## config.mk

```make
export PLATFORM = sky130hd
export DESIGN_NAME = kmer_extractor_revcomp_core
export DESIGN_NICKNAME = d
export VERILOG_FILES = /design/src/sv/kmerx_pkg.sv /design/src/sv/kmerx_cell.sv /design/src/sv/kmerx_cell_row.sv /design/src/sv/kmer_extractor_revcomp_core.sv
export VERILOG_INCLUDE_DIRS = /design/src /design/src/sv
export SDC_FILE = /design/constraint.sdc
export NUM_CORES = 1
export LEC_CHECK = 0
export BUFFER_PORTS_ARGS = -buffer_cell sky130_fd_sc_hd__buf_2
export CAP_MARGIN = 10
export CORE_ASPECT_RATIO = 0.8
export CORE_UTILIZATION = 50
export DETAILED_ROUTE_END_ITERATION = 8
export PLACE_DENSITY = 0.76
export SYNTH_ARGS = -nofsm -noshare
export SYNTH_HDL_FRONTEND = slang
export SYNTH_HIERARCHICAL = 1
export SYNTH_SLANG_ARGS = --single-unit
export TNS_END_PERCENT = 30
```

## constraint.sdc

```tcl
create_clock -name aclk -period 20.3 [get_ports aclk]
set_input_delay 4.06 -clock aclk [delete_from_list [all_inputs] [get_ports aclk]]
set_output_delay 4.06 -clock aclk [all_outputs]
set_load 0.05 [all_outputs]
```

## src/sv/assert_macros.svh

```systemverilog
// Assertion macros used by the k-mer extractor core.
`ifndef ASSERT_MACROS_SVH
`define ASSERT_MACROS_SVH

// Checks a property on every rising clock edge outside reset.
`define KMERX_ASSERT(lbl, prop, msg) \
    lbl: assert property (@(posedge aclk) disable iff (!aresetn) (prop)) else $error(msg);

// Checks a property on every rising clock edge, reset included.
`define KMERX_ASSERT_ALWAYS(lbl, prop, msg) \
    lbl: assert property (@(posedge aclk) (prop)) else $error(msg);

`endif

```

## src/sv/kmerx_pkg.sv

```systemverilog
// Shared constants, types and helper functions for the k-mer extractor.
package kmerx_pkg;

    localparam int DEFAULT_MAX_K = 32;
    localparam int WORD_W        = 64;
    localparam int POS_W         = 40;
    localparam int K_W           = 6;
    localparam int SEL_W         = 2;
    localparam int BYTE_W        = 8;
    localparam int RUN_MAX       = 32;

    localparam logic [SEL_W-1:0] SEL_K8  = 2'd0;
    localparam logic [SEL_W-1:0] SEL_K16 = 2'd1;
    localparam logic [SEL_W-1:0] SEL_K32 = 2'd2;

    localparam logic [BYTE_W-1:0] CH_HEADER  = 8'h3E;
    localparam logic [BYTE_W-1:0] CH_NEWLINE = 8'h0A;
    localparam logic [BYTE_W-1:0] CH_A       = 8'h41;
    localparam logic [BYTE_W-1:0] CH_C       = 8'h43;
    localparam logic [BYTE_W-1:0] CH_G       = 8'h47;
    localparam logic [BYTE_W-1:0] CH_T       = 8'h54;
    localparam logic [BYTE_W-1:0] CH_LOW_A   = 8'h61;
    localparam logic [BYTE_W-1:0] CH_LOW_Z   = 8'h7A;
    localparam logic [BYTE_W-1:0] CASE_BIT   = 8'h20;

    localparam logic [1:0] CODE_A = 2'd0;
    localparam logic [1:0] CODE_C = 2'd1;
    localparam logic [1:0] CODE_G = 2'd2;
    localparam logic [1:0] CODE_T = 2'd3;

    typedef struct packed {
        logic       shift;
        logic [1:0] code;
        logic [1:0] comp;
    } shift_ctl_t;

    function automatic logic [K_W-1:0] k_for_sel(input logic [SEL_W-1:0] sel);
        logic [K_W-1:0] k;
        unique case (sel)
            SEL_K8:  k = 6'd8;
            SEL_K16: k = 6'd16;
            default: k = 6'd32;
        endcase
        return k;
    endfunction

endpackage

```

## src/sv/kmerx_cell.sv

```systemverilog
// One base slot of the forward and reverse-complement k-mer words.
module kmerx_cell #(
    parameter int IDX = 0
) (
    input  logic                       aclk,
    input  logic                       aresetn,
    input  kmerx_pkg::shift_ctl_t      ctl,
    input  logic [kmerx_pkg::K_W-1:0]  k,
    input  logic [1:0]                 fwd_in,
    input  logic [1:0]                 rev_in,
    output logic [1:0]                 fwd_q,
    output logic [1:0]                 rev_q,
    output logic [1:0]                 fwd_next,
    output logic [1:0]                 rev_next
);

    logic [1:0] fwd_reg;
    logic [1:0] rev_reg;
    logic       active;
    logic       top;

    assign active = (k > kmerx_pkg::K_W'(IDX));
    assign top    = (k == kmerx_pkg::K_W'(IDX + 1));

    always_comb begin
        fwd_next = fwd_reg;
        rev_next = rev_reg;
        if (ctl.shift) begin
            if (!active) begin
                fwd_next = 2'b00;
                rev_next = 2'b00;
            end else begin
                fwd_next = fwd_in;
                rev_next = top ? ctl.comp : rev_in;
            end
        end
    end

    always_ff @(posedge aclk) begin
        if (!aresetn) begin
            fwd_reg <= 2'b00;
            rev_reg <= 2'b00;
        end else begin
            fwd_reg <= fwd_next;
            rev_reg <= rev_next;
        end
    end

    assign fwd_q = fwd_reg;
    assign rev_q = rev_reg;

endmodule

```

## src/sv/kmerx_cell_row.sv

```systemverilog
// Row of base cells that forms the forward and reverse-complement words.
module kmerx_cell_row #(
    parameter int MAX_K = kmerx_pkg::DEFAULT_MAX_K
) (
    input  logic                          aclk,
    input  logic                          aresetn,
    input  kmerx_pkg::shift_ctl_t         ctl,
    input  logic [kmerx_pkg::K_W-1:0]     k,
    output logic [kmerx_pkg::WORD_W-1:0]  fwd_word_next,
    output logic [kmerx_pkg::WORD_W-1:0]  rev_word_next
);

    logic [1:0] fwd_q [MAX_K];
    logic [1:0] rev_q [MAX_K];

    for (genvar i = 0; i < MAX_K; i++) begin : g_cell
        logic [1:0] fwd_in;
        logic [1:0] rev_in;

        if (i == 0) begin : g_first
            assign fwd_in = ctl.code;
        end else begin : g_mid
            assign fwd_in = fwd_q[i-1];
        end

        if (i == MAX_K - 1) begin : g_last
            assign rev_in = 2'b00;
        end else begin : g_inner
            assign rev_in = rev_q[i+1];
        end

        kmerx_cell #(
            .IDX(i)
        ) u_cell (
            .aclk     (aclk),
            .aresetn  (aresetn),
            .ctl      (ctl),
            .k        (k),
            .fwd_in   (fwd_in),
            .rev_in   (rev_in),
            .fwd_q    (fwd_q[i]),
            .rev_q    (rev_q[i]),
            .fwd_next (fwd_word_next[2*i+1:2*i]),
            .rev_next (rev_word_next[2*i+1:2*i])
        );
    end

    if (2 * MAX_K < kmerx_pkg::WORD_W) begin : g_pad
        assign fwd_word_next[kmerx_pkg::WORD_W-1:2*MAX_K] = '0;
        assign rev_word_next[kmerx_pkg::WORD_W-1:2*MAX_K] = '0;
    end

endmodule

```

## src/sv/kmer_extractor_revcomp_core.sv

```systemverilog
// A result beat is valid in the cycle after the letter that causes it is accepted.
// Throughput: one text byte per cycle while the output is not held; the row of base cells shifts once per letter.
// The output register frees in the same cycle it is taken, so input never waits on a drained output.
// Reset is synchronous and active low; it clears the words, run length, position and header flag.
// Reset also sets the size selector to k=8.
`include "assert_macros.svh"

module kmer_extractor_revcomp_core #(
    parameter int MAX_K = kmerx_pkg::DEFAULT_MAX_K
) (
    input  logic                            aclk,
    input  logic                            aresetn,
    input  logic                            cfg_we,
    input  logic [kmerx_pkg::SEL_W-1:0]     cfg_wdata,   // kmer_size_select
    input  logic                            s_tvalid,
    output logic                            s_tready,
    input  logic [7:0]                      s_tdata,     // text_byte
    output logic                            m_tvalid,
    input  logic                            m_tready,
    output logic [167:0]                    m_tdata      // forward_kmer, reverse_kmer, base_position
);

    localparam logic [kmerx_pkg::K_W-1:0] K_CAP = kmerx_pkg::K_W'(MAX_K);
    localparam logic [kmerx_pkg::K_W-1:0] RUN_SAT = kmerx_pkg::K_W'(kmerx_pkg::RUN_MAX);

    logic [kmerx_pkg::SEL_W-1:0]  ksel_reg;
    logic                         in_header_reg;
    logic                         in_header_next;
    logic [kmerx_pkg::K_W-1:0]    run_reg;
    logic [kmerx_pkg::K_W-1:0]    run_next;
    logic [kmerx_pkg::POS_W-1:0]  pos_reg;
    logic [kmerx_pkg::POS_W-1:0]  pos_next;
    logic                         m_valid_reg;
    logic                         m_valid_next;
    logic [kmerx_pkg::WORD_W-1:0] fwd_out_reg;
    logic [kmerx_pkg::WORD_W-1:0] rev_out_reg;
    logic [kmerx_pkg::POS_W-1:0]  pos_out_reg;

    logic                         s_beat;
    logic [kmerx_pkg::BYTE_W-1:0] lc;
    logic                         is_letter;
    logic                         is_base;
    logic [1:0]                   code;
    logic                         emit;
    logic [kmerx_pkg::K_W-1:0]    k_sel;
    logic [kmerx_pkg::K_W-1:0]    k;
    kmerx_pkg::shift_ctl_t        ctl;
    logic [kmerx_pkg::WORD_W-1:0] fwd_word_next;
    logic [kmerx_pkg::WORD_W-1:0] rev_word_next;

    assign s_tready = !m_valid_reg || m_tready;
    assign s_beat   = s_tvalid && s_tready;

    assign k_sel = kmerx_pkg::k_for_sel(ksel_reg);
    assign k     = (k_sel > K_CAP) ? K_CAP : k_sel;

    assign lc        = s_tdata | kmerx_pkg::CASE_BIT;
    assign is_letter = (lc >= kmerx_pkg::CH_LOW_A) && (lc <= kmerx_pkg::CH_LOW_Z);

    always_comb begin
        is_base = 1'b1;
        code    = kmerx_pkg::CODE_A;
        unique case (s_tdata)
            kmerx_pkg::CH_A: code = kmerx_pkg::CODE_A;
            kmerx_pkg::CH_C: code = kmerx_pkg::CODE_C;
            kmerx_pkg::CH_G: code = kmerx_pkg::CODE_G;
            kmerx_pkg::CH_T: code = kmerx_pkg::CODE_T;
            default:         is_base = 1'b0;
        endcase
    end

    always_comb begin
        in_header_next = in_header_reg;
        run_next       = run_reg;
        pos_next       = pos_reg;
        ctl.shift      = 1'b0;
        ctl.code       = code;
        ctl.comp       = is_base ? ~code : 2'b00;
        emit           = 1'b0;
        if (s_beat) begin
            if (in_header_reg) begin
                if (s_tdata == kmerx_pkg::CH_NEWLINE) begin
                    in_header_next = 1'b0;
                end
            end else if (s_tdata == kmerx_pkg::CH_HEADER) begin
                in_header_next = 1'b1;
                run_next       = '0;
                pos_next       = pos_reg + 1'b1;
            end else if (is_letter) begin
                ctl.shift = 1'b1;
                pos_next  = pos_reg + 1'b1;
                if (is_base) begin
                    run_next = (run_reg >= RUN_SAT) ? RUN_SAT : run_reg + 1'b1;
                    emit     = (run_next >= k);
                end else begin
                    run_next = '0;
                end
            end
        end
    end

    always_comb begin
        m_valid_next = m_valid_reg && !m_tready;
        if (emit) begin
            m_valid_next = 1'b1;
        end
    end

    kmerx_cell_row #(
        .MAX_K(MAX_K)
    ) u_row (
        .aclk          (aclk),
        .aresetn       (aresetn),
        .ctl           (ctl),
        .k             (k),
        .fwd_word_next (fwd_word_next),
        .rev_word_next (rev_word_next)
    );

    always_ff @(posedge aclk) begin
        if (!aresetn) begin
            ksel_reg      <= kmerx_pkg::SEL_K8;
            in_header_reg <= 1'b0;
            run_reg       <= '0;
            pos_reg       <= '0;
            m_valid_reg   <= 1'b0;
        end else begin
            if (cfg_we) begin
                ksel_reg <= cfg_wdata;
            end
            in_header_reg <= in_header_next;
            run_reg       <= run_next;
            pos_reg       <= pos_next;
            m_valid_reg   <= m_valid_next;
        end
    end

    always_ff @(posedge aclk) begin
        if (emit) begin
            fwd_out_reg <= fwd_word_next;
            rev_out_reg <= rev_word_next;
            pos_out_reg <= pos_next;
        end
    end

    assign m_tvalid = m_valid_reg;
    assign m_tdata  = {pos_out_reg, rev_out_reg, fwd_out_reg};

    `KMERX_ASSERT(a_run_saturates, run_reg <= RUN_SAT, "Run length exceeded saturation.")
    `KMERX_ASSERT(a_header_holds, (s_beat && in_header_reg && s_tdata != kmerx_pkg::CH_NEWLINE) |=> in_header_reg, "Header ended without a newline.")
    `KMERX_ASSERT(a_emit_shows, emit |=> (m_valid_reg && pos_out_reg == $past(pos_next)), "Emitted result not presented.")
    `KMERX_ASSERT(a_emit_needs_run, emit |-> (is_base && run_next >= k && !in_header_reg), "Result emitted without a full run.")
    `KMERX_ASSERT(a_no_accept_blocked, (m_valid_reg && !m_tready) |-> !s_tready, "Input accepted over a held result.")

endmodule
```

Word-level counts from Yosys, hierarchy flattened
Cells that the tools add are included.

Flip-flop bits (word level): 346. Input bits: 15. Logic and storage cells: 348.

Add/subtract/negate cells: 2. $lt $le $gt $ge: 37. Equal/unequal tests: 39. Mux-type cells: 186. Bitwise operators: 2. Reduce and logical (&&, ||, !) cells: 10.

Operator list (count): 2-bit two-way mux (161); 40-bit two-way mux (4); 6-bit by 5-bit == test with 1-bit output (second input constant) (16); 6-bit by 5-bit > comparator with 1-bit output (second input constant) (16); 6-bit by 4-bit == test with 1-bit output (second input constant) (8); 6-bit by 4-bit > comparator with 1-bit output (second input constant) (8); 40-bit by 1-bit adder with 40-bit output (second input constant) (1); 8-bit by 7-bit == test with 1-bit output (second input constant) (4); 6-bit two-way mux (5); 6-bit by 3-bit == test with 1-bit output (second input constant) (4); 6-bit by 3-bit > comparator with 1-bit output (second input constant) (4); 1-bit two-way mux (14); 6-bit by 2-bit == test with 1-bit output (second input constant) (2); 6-bit by 1-bit > comparator with 1-bit output (second input constant) (2); 6-bit by 2-bit > comparator with 1-bit output (second input constant) (2); 6-bit one-hot mux with 2 select lines (1); 8-bit by 4-bit == test with 1-bit output (second input constant) (1); 8-bit by 6-bit == test with 1-bit output (second input constant) (1); 8-bit by 7-bit >= comparator with 1-bit output (second input constant) (1); 8-bit by 7-bit less-or-equal comparator with 1-bit output (second input constant) (1); 6-bit by 1-bit adder with 6-bit output (second input constant) (1); 6-bit by 1-bit == test with 1-bit output (second input constant) (1); 6-bit == test (second input constant) (1); 6-bit >= comparator (1); 13 further kinds (16).

Longest topological paths before layout
Depth in word-level cells: 11. Mapped depth: 9. Depth with buffers taken out: 9.

Modules after synthesis
The synthesis kept the hierarchy.

By module, submodules not included: kmer_extractor_revcomp_core (instances 1, cells each 543, area an instance 8209.1 sq um, sequential area each 6045.8 sq um); kmerx_cell (u_row.g_cell[26].u_cell ...) (instances 2, cells each 30, area an instance 262.8 sq um, sequential area each 80.1 sq um); kmerx_cell (u_row.g_cell[23].u_cell ...) (instances 2, cells each 29, area an instance 230.2 sq um, sequential area each 80.1 sq um); kmerx_cell (u_row.g_cell[6].u_cell) (instances 1, cells each 32, area an instance 294.0 sq um, sequential area each 80.1 sq um); kmerx_cell (u_row.g_cell[10].u_cell) (instances 1, cells each 33, area an instance 292.8 sq um, sequential area each 80.1 sq um); kmerx_cell (u_row.g_cell[18].u_cell) (instances 1, cells each 33, area an instance 276.5 sq um, sequential area each 80.1 sq um); kmerx_cell (u_row.g_cell[24].u_cell) (instances 1, cells each 32, area an instance 274.0 sq um, sequential area each 80.1 sq um); kmerx_cell (u_row.g_cell[20].u_cell) (instances 1, cells each 31, area an instance 269.0 sq um, sequential area each 80.1 sq um); kmerx_cell (u_row.g_cell[12].u_cell) (instances 1, cells each 28, area an instance 260.2 sq um, sequential area each 80.1 sq um); kmerx_cell (u_row.g_cell[0].u_cell) (instances 1, cells each 31, area an instance 259.0 sq um, sequential area each 80.1 sq um); kmerx_cell (u_row.g_cell[16].u_cell) (instances 1, cells each 30, area an instance 257.7 sq um, sequential area each 80.1 sq um); kmerx_cell (u_row.g_cell[19].u_cell) (instances 1, cells each 31, area an instance 256.5 sq um, sequential area each 80.1 sq um); kmerx_cell (u_row.g_cell[21].u_cell) (instances 1, cells each 30, area an instance 256.5 sq um, sequential area each 80.1 sq um); kmerx_cell (u_row.g_cell[4].u_cell) (instances 1, cells each 33, area an instance 254.0 sq um, sequential area each 80.1 sq um); +18 rows.

Least setup slack after synthesis
Ideal clock, no wire load.

Path kind: input port to flip-flop. Start: in m_tready. End: reg fwd_out_reg[0] (netlist bit), enable pin. Library setup time: 0.696 ns. Arrival time: 16.239 ns. Required time: 19.604 ns. Setup slack: 3.365 ns. Stages: 7. Buffers on the path: 1. Cells stage by stage: nor2b_1 -> inv_1 -> nand2_1 -> buf_2 -> nor2_1 -> nand2_1 -> nor2_1.

Word-level cells in the longest chain between the ends: 3.

Ends and longest elaborated chain: start: declaration (RTL line kmer_extractor_revcomp_core.sv:19) `input logic m_tready,`; 1-bit logical OR (RTL line kmer_extractor_revcomp_core.sv:51) `assign s_tready = !m_valid_reg || m_tready;`; via s_tready (RTL line kmer_extractor_revcomp_core.sv:16) `output logic s_tready,`; 1-bit logical AND (RTL line kmer_extractor_revcomp_core.sv:52) `assign s_beat = s_tvalid && s_tready;`; 1-bit two-way mux (RTL line kmer_extractor_revcomp_core.sv:80) `if (s_beat) begin`; via emit (RTL line kmer_extractor_revcomp_core.sv:44) `logic emit;`; end signal: assignment (RTL line kmer_extractor_revcomp_core.sv:140) `fwd_out_reg <= fwd_word_next;`; end: declaration (RTL line kmer_extractor_revcomp_core.sv:35) `logic [kmerx_pkg::WORD_W-1:0] fwd_out_reg;`.

The timed path passes the listed nets, and every way through them passes these cells. A chain may end at the register's enable or synchronous reset.

Worst setup path in the final report
Start: in m_tready. End: out s_tready.

Word-level cells in the longest chain between the ends: 1.

Ends and longest elaborated chain (RTL line): 1-bit logical OR (kmer_extractor_revcomp_core.sv:51); end: declaration (kmer_extractor_revcomp_core.sv:16).

Every way passes these cells.

==> flow_summary.json <==
{
  "wl_um": 38300,
  "finalWorstPathRequiredPeriod_ns": 8.85,
  "setup_viol": 0,
  "tightest_slew_ns": 1.12,
  "cts_tree": "yes",
  "cts_buffer_depth": 3,
  "synth_edf_count": 168,
  "powerDensity_nw_per_um2": 74.5,
  "ys_ff_latch": 346,
  "tns_ns": 0,
  "cp-end-kind": "output pin",
  "worstPathArrival_ns": 4.79,
  "status": "complete, no violations",
  "viasPerCell": 5.49,
  "io_pins": 185,
  "dp_hpwl_um": 25200,
  "h-tree-depth": 2,
  "root_buffer": "clkbuf_16",
  "n_antenna_cell": 0,
  "criticalPathCategory": "in -> out",
  "rsz0062_at_grt": "false",
  "finalClockSkew_ns": 0.0144,
  "hold_viol_final": 0,
  "gp_congestion": 0.834,
  "wl_per_cell_um": 16.1,
  "syn_avg_cell_area_sq_um": 10.9,
  "ys.warnings.count": 6,
  "grt_use_total_pct": 22.8,
  "die_w_um": 203,
  "seq_area_frac_synth_pct": 53.1,
  "antenna_left": 0,
  "yosys.area.top_type": "edfxtp_1",
  "holdCritPathClass": "reg -> reg",
  "grt_max_degree": 235,
  "overflow": 0,
  "timing.final.max_slew_violations": 0,
  "grt_antenna_before_repair": 0,
  "synth_cell_types": 106,
  "dieArea_sq_um": 33100,
  "cpMostUsedCell": "buf_2",
  "worst_path_max_delay_cell": "nor2b_1",
  "synth_top_cell_area_share_pct": 31.1,
  "vias": 13033,
  "maxCapViolCount": 0,
  "cts_setup_buffers": 0,
  "initial_core_util_pct": 51.2,
  "layout_setup_ws_ns": 11.45,
  "synth-async-reset-ratio_pct": 0,
  "critPathMaxFanout": 5,
  "syn-cell-area_sq_um": 16200,
  "rows": 58,
  "cts_resized": 0,
  "clkTransAtPathRegs_ns": 0.06,
  "max-vdd-ir-drop_mv": 0.0513,
  "slowest_delay_ns": 0.24,
  "fmax_ghz": 0.113,
  "cts_sinks": 346,
  "p_leak_nw": 7.41,
  "cp-start-kind": "primary input",
  "cts_buffers": 37,
  "worst-endpoint-required_ns": 16.24,
  "synth_top_flop_cell": "dfxtp_1",
  "dp_slack_ns": 11.47,
  "die_height_um": 163,
  "synth.area.top_cells": "edfxtp_1 31%, dfxtp_1 22%, nand2_1 3.3%",
  "core_sq_um": 31600,
  "cts_hold_buf": 0,
  "p_total_mw": 1.47,
  "syn_inst": 1484,
  "cp_cell_sequence": "buf_2 > nor2b_1 > inv_1 > buf_2",
  "io_buffer_count": 184,
  "clkLatencyLatePin_ns": 0.52,
  "nets": 1951,
  "period_share_pct": 43.6,
  "first_iter_violations": 669,
  "drive_above_1_share_pct": 19.0,
  "dr.pass1.iters": 5,
  "first_global_vias": 12357,
  "slew_headroom_pct": 25.0,
  "drc": 0,
  "area_delta_synth_final_pct": 21.5,
  "grt_pass1_wl_um": 60800
}
synth_stat cells (18+ instances only):
master,n
a21oi_1,92
nor2_1,50
dfxtp_1,178
o31ai_1,32
nand2b_1,57
nand3_1,68
and3_1,18
nor2b_1,21
o21ai_0,27
nand2_1,141
and2_1,30
a31oi_1,38
nand4_1,29
mux2i_1,19
edfxtp_1,168
inv_1,69
a22oi_1,20
path summary, 6_finish.rpt:
check	start	to	slack (ns)	cells after the start
max	m_tready	s_tready	11.45	4
min	u_row/g_cell[2].u_cell/rev_q[0]$_SDFF_PN0_	u_row/g_cell[2].u_cell/rev_q[0]$_SDFF_PN0_	0.46	2
max reg2reg	ksel_reg[1]$_SDFFE_PN0P_	rev_out_reg[50]$_DFFE_PP_	16.49	10
min reg2reg	u_row/g_cell[2].u_cell/rev_q[0]$_SDFF_PN0_	u_row/g_cell[2].u_cell/rev_q[0]$_SDFF_PN0_	0.46	2
layer usage:
layer | global-route usage [%] | share of wire [%] | vias to the layer above
met5 | 0 | 0 | -
met4 | 9.57 | 3.0 | 0
met3 | 4.32 | 6.3 | 75
met2 | 37.3 | 46 | 361
met1 | 29.8 | 44 | 6187
li1 | - | - | 6410
layout by cell type, fill, tap and decap left out, types with 19 or more instances in the layout:
master,netlist,final
a21oi_1,92,92
a22oi_1,20,20
a31oi_1,38,38
and2_1,30,30
buf_2,9,183
clkbuf_16,0,39
conb_1,2,244
dfxtp_1,178,177
edfxtp_1,168,168
inv_1,69,68
mux2i_1,19,19
nand2_1,141,141
nand2b_1,57,57
nand3_1,68,68
nand4_1,29,29
nor2_1,50,46
nor2b_1,21,21
o21ai_0,27,27
o31ai_1,32,32
metrics by stage:
step                cells  area [sq um]  util, %  hold WS (ns)
floorplan            1726         17100        -         0.436
global placement     2311         18500     58.5         0.454
detailed placement   2311         18500     58.5         0.454
CTS                  2376         19700     62.2         0.463
global route         2376         19700     62.2         0.489
finish               2376         19700     62.2         0.461
cell type report:
cell class              instances  area (sq um)
repair buffers                195          1020
clock buffers                  51          1070
inverters                      70           277
well taps                     420           526
fillers                      2626         12000
flip-flops and latches        346          8610
multi-input cells            1280          8070
clock inverters                14           110
cell families after synthesis:
| kind of cell | count (synthesis) | synth area share [%] |
|---|---|---|
| buf+inv | 100 | 2.90 |
| xor+xnor | 20 | 1.08 |
| flops | 346 | 53.1 |
| other cells | 2 | 0.0464 |
| mux | 20 | 1.27 |
| fa+ha+maj | 6 | 0.463 |
| compound gates | 442 | 21.0 |
| simple gates | 548 | 20.1 |
worst max-delay path: cells and delay by family:
kind	cells	cell delay (ns)
AND/OR/NAND/NOR	1	0.24
buffers and inverters	3	0.49
report_power, final:
part / switching [mW] / internal, mW / total [mW] / leakage, nW
Clock: 0.270 / 0.383 / 0.652 / 0.581
Sequential: 0.00348 / 0.728 / 0.732 / 2.93
Combinational: 0.0573 / 0.0239 / 0.0812 / 3.89
(Power assumes the default switching activity.)
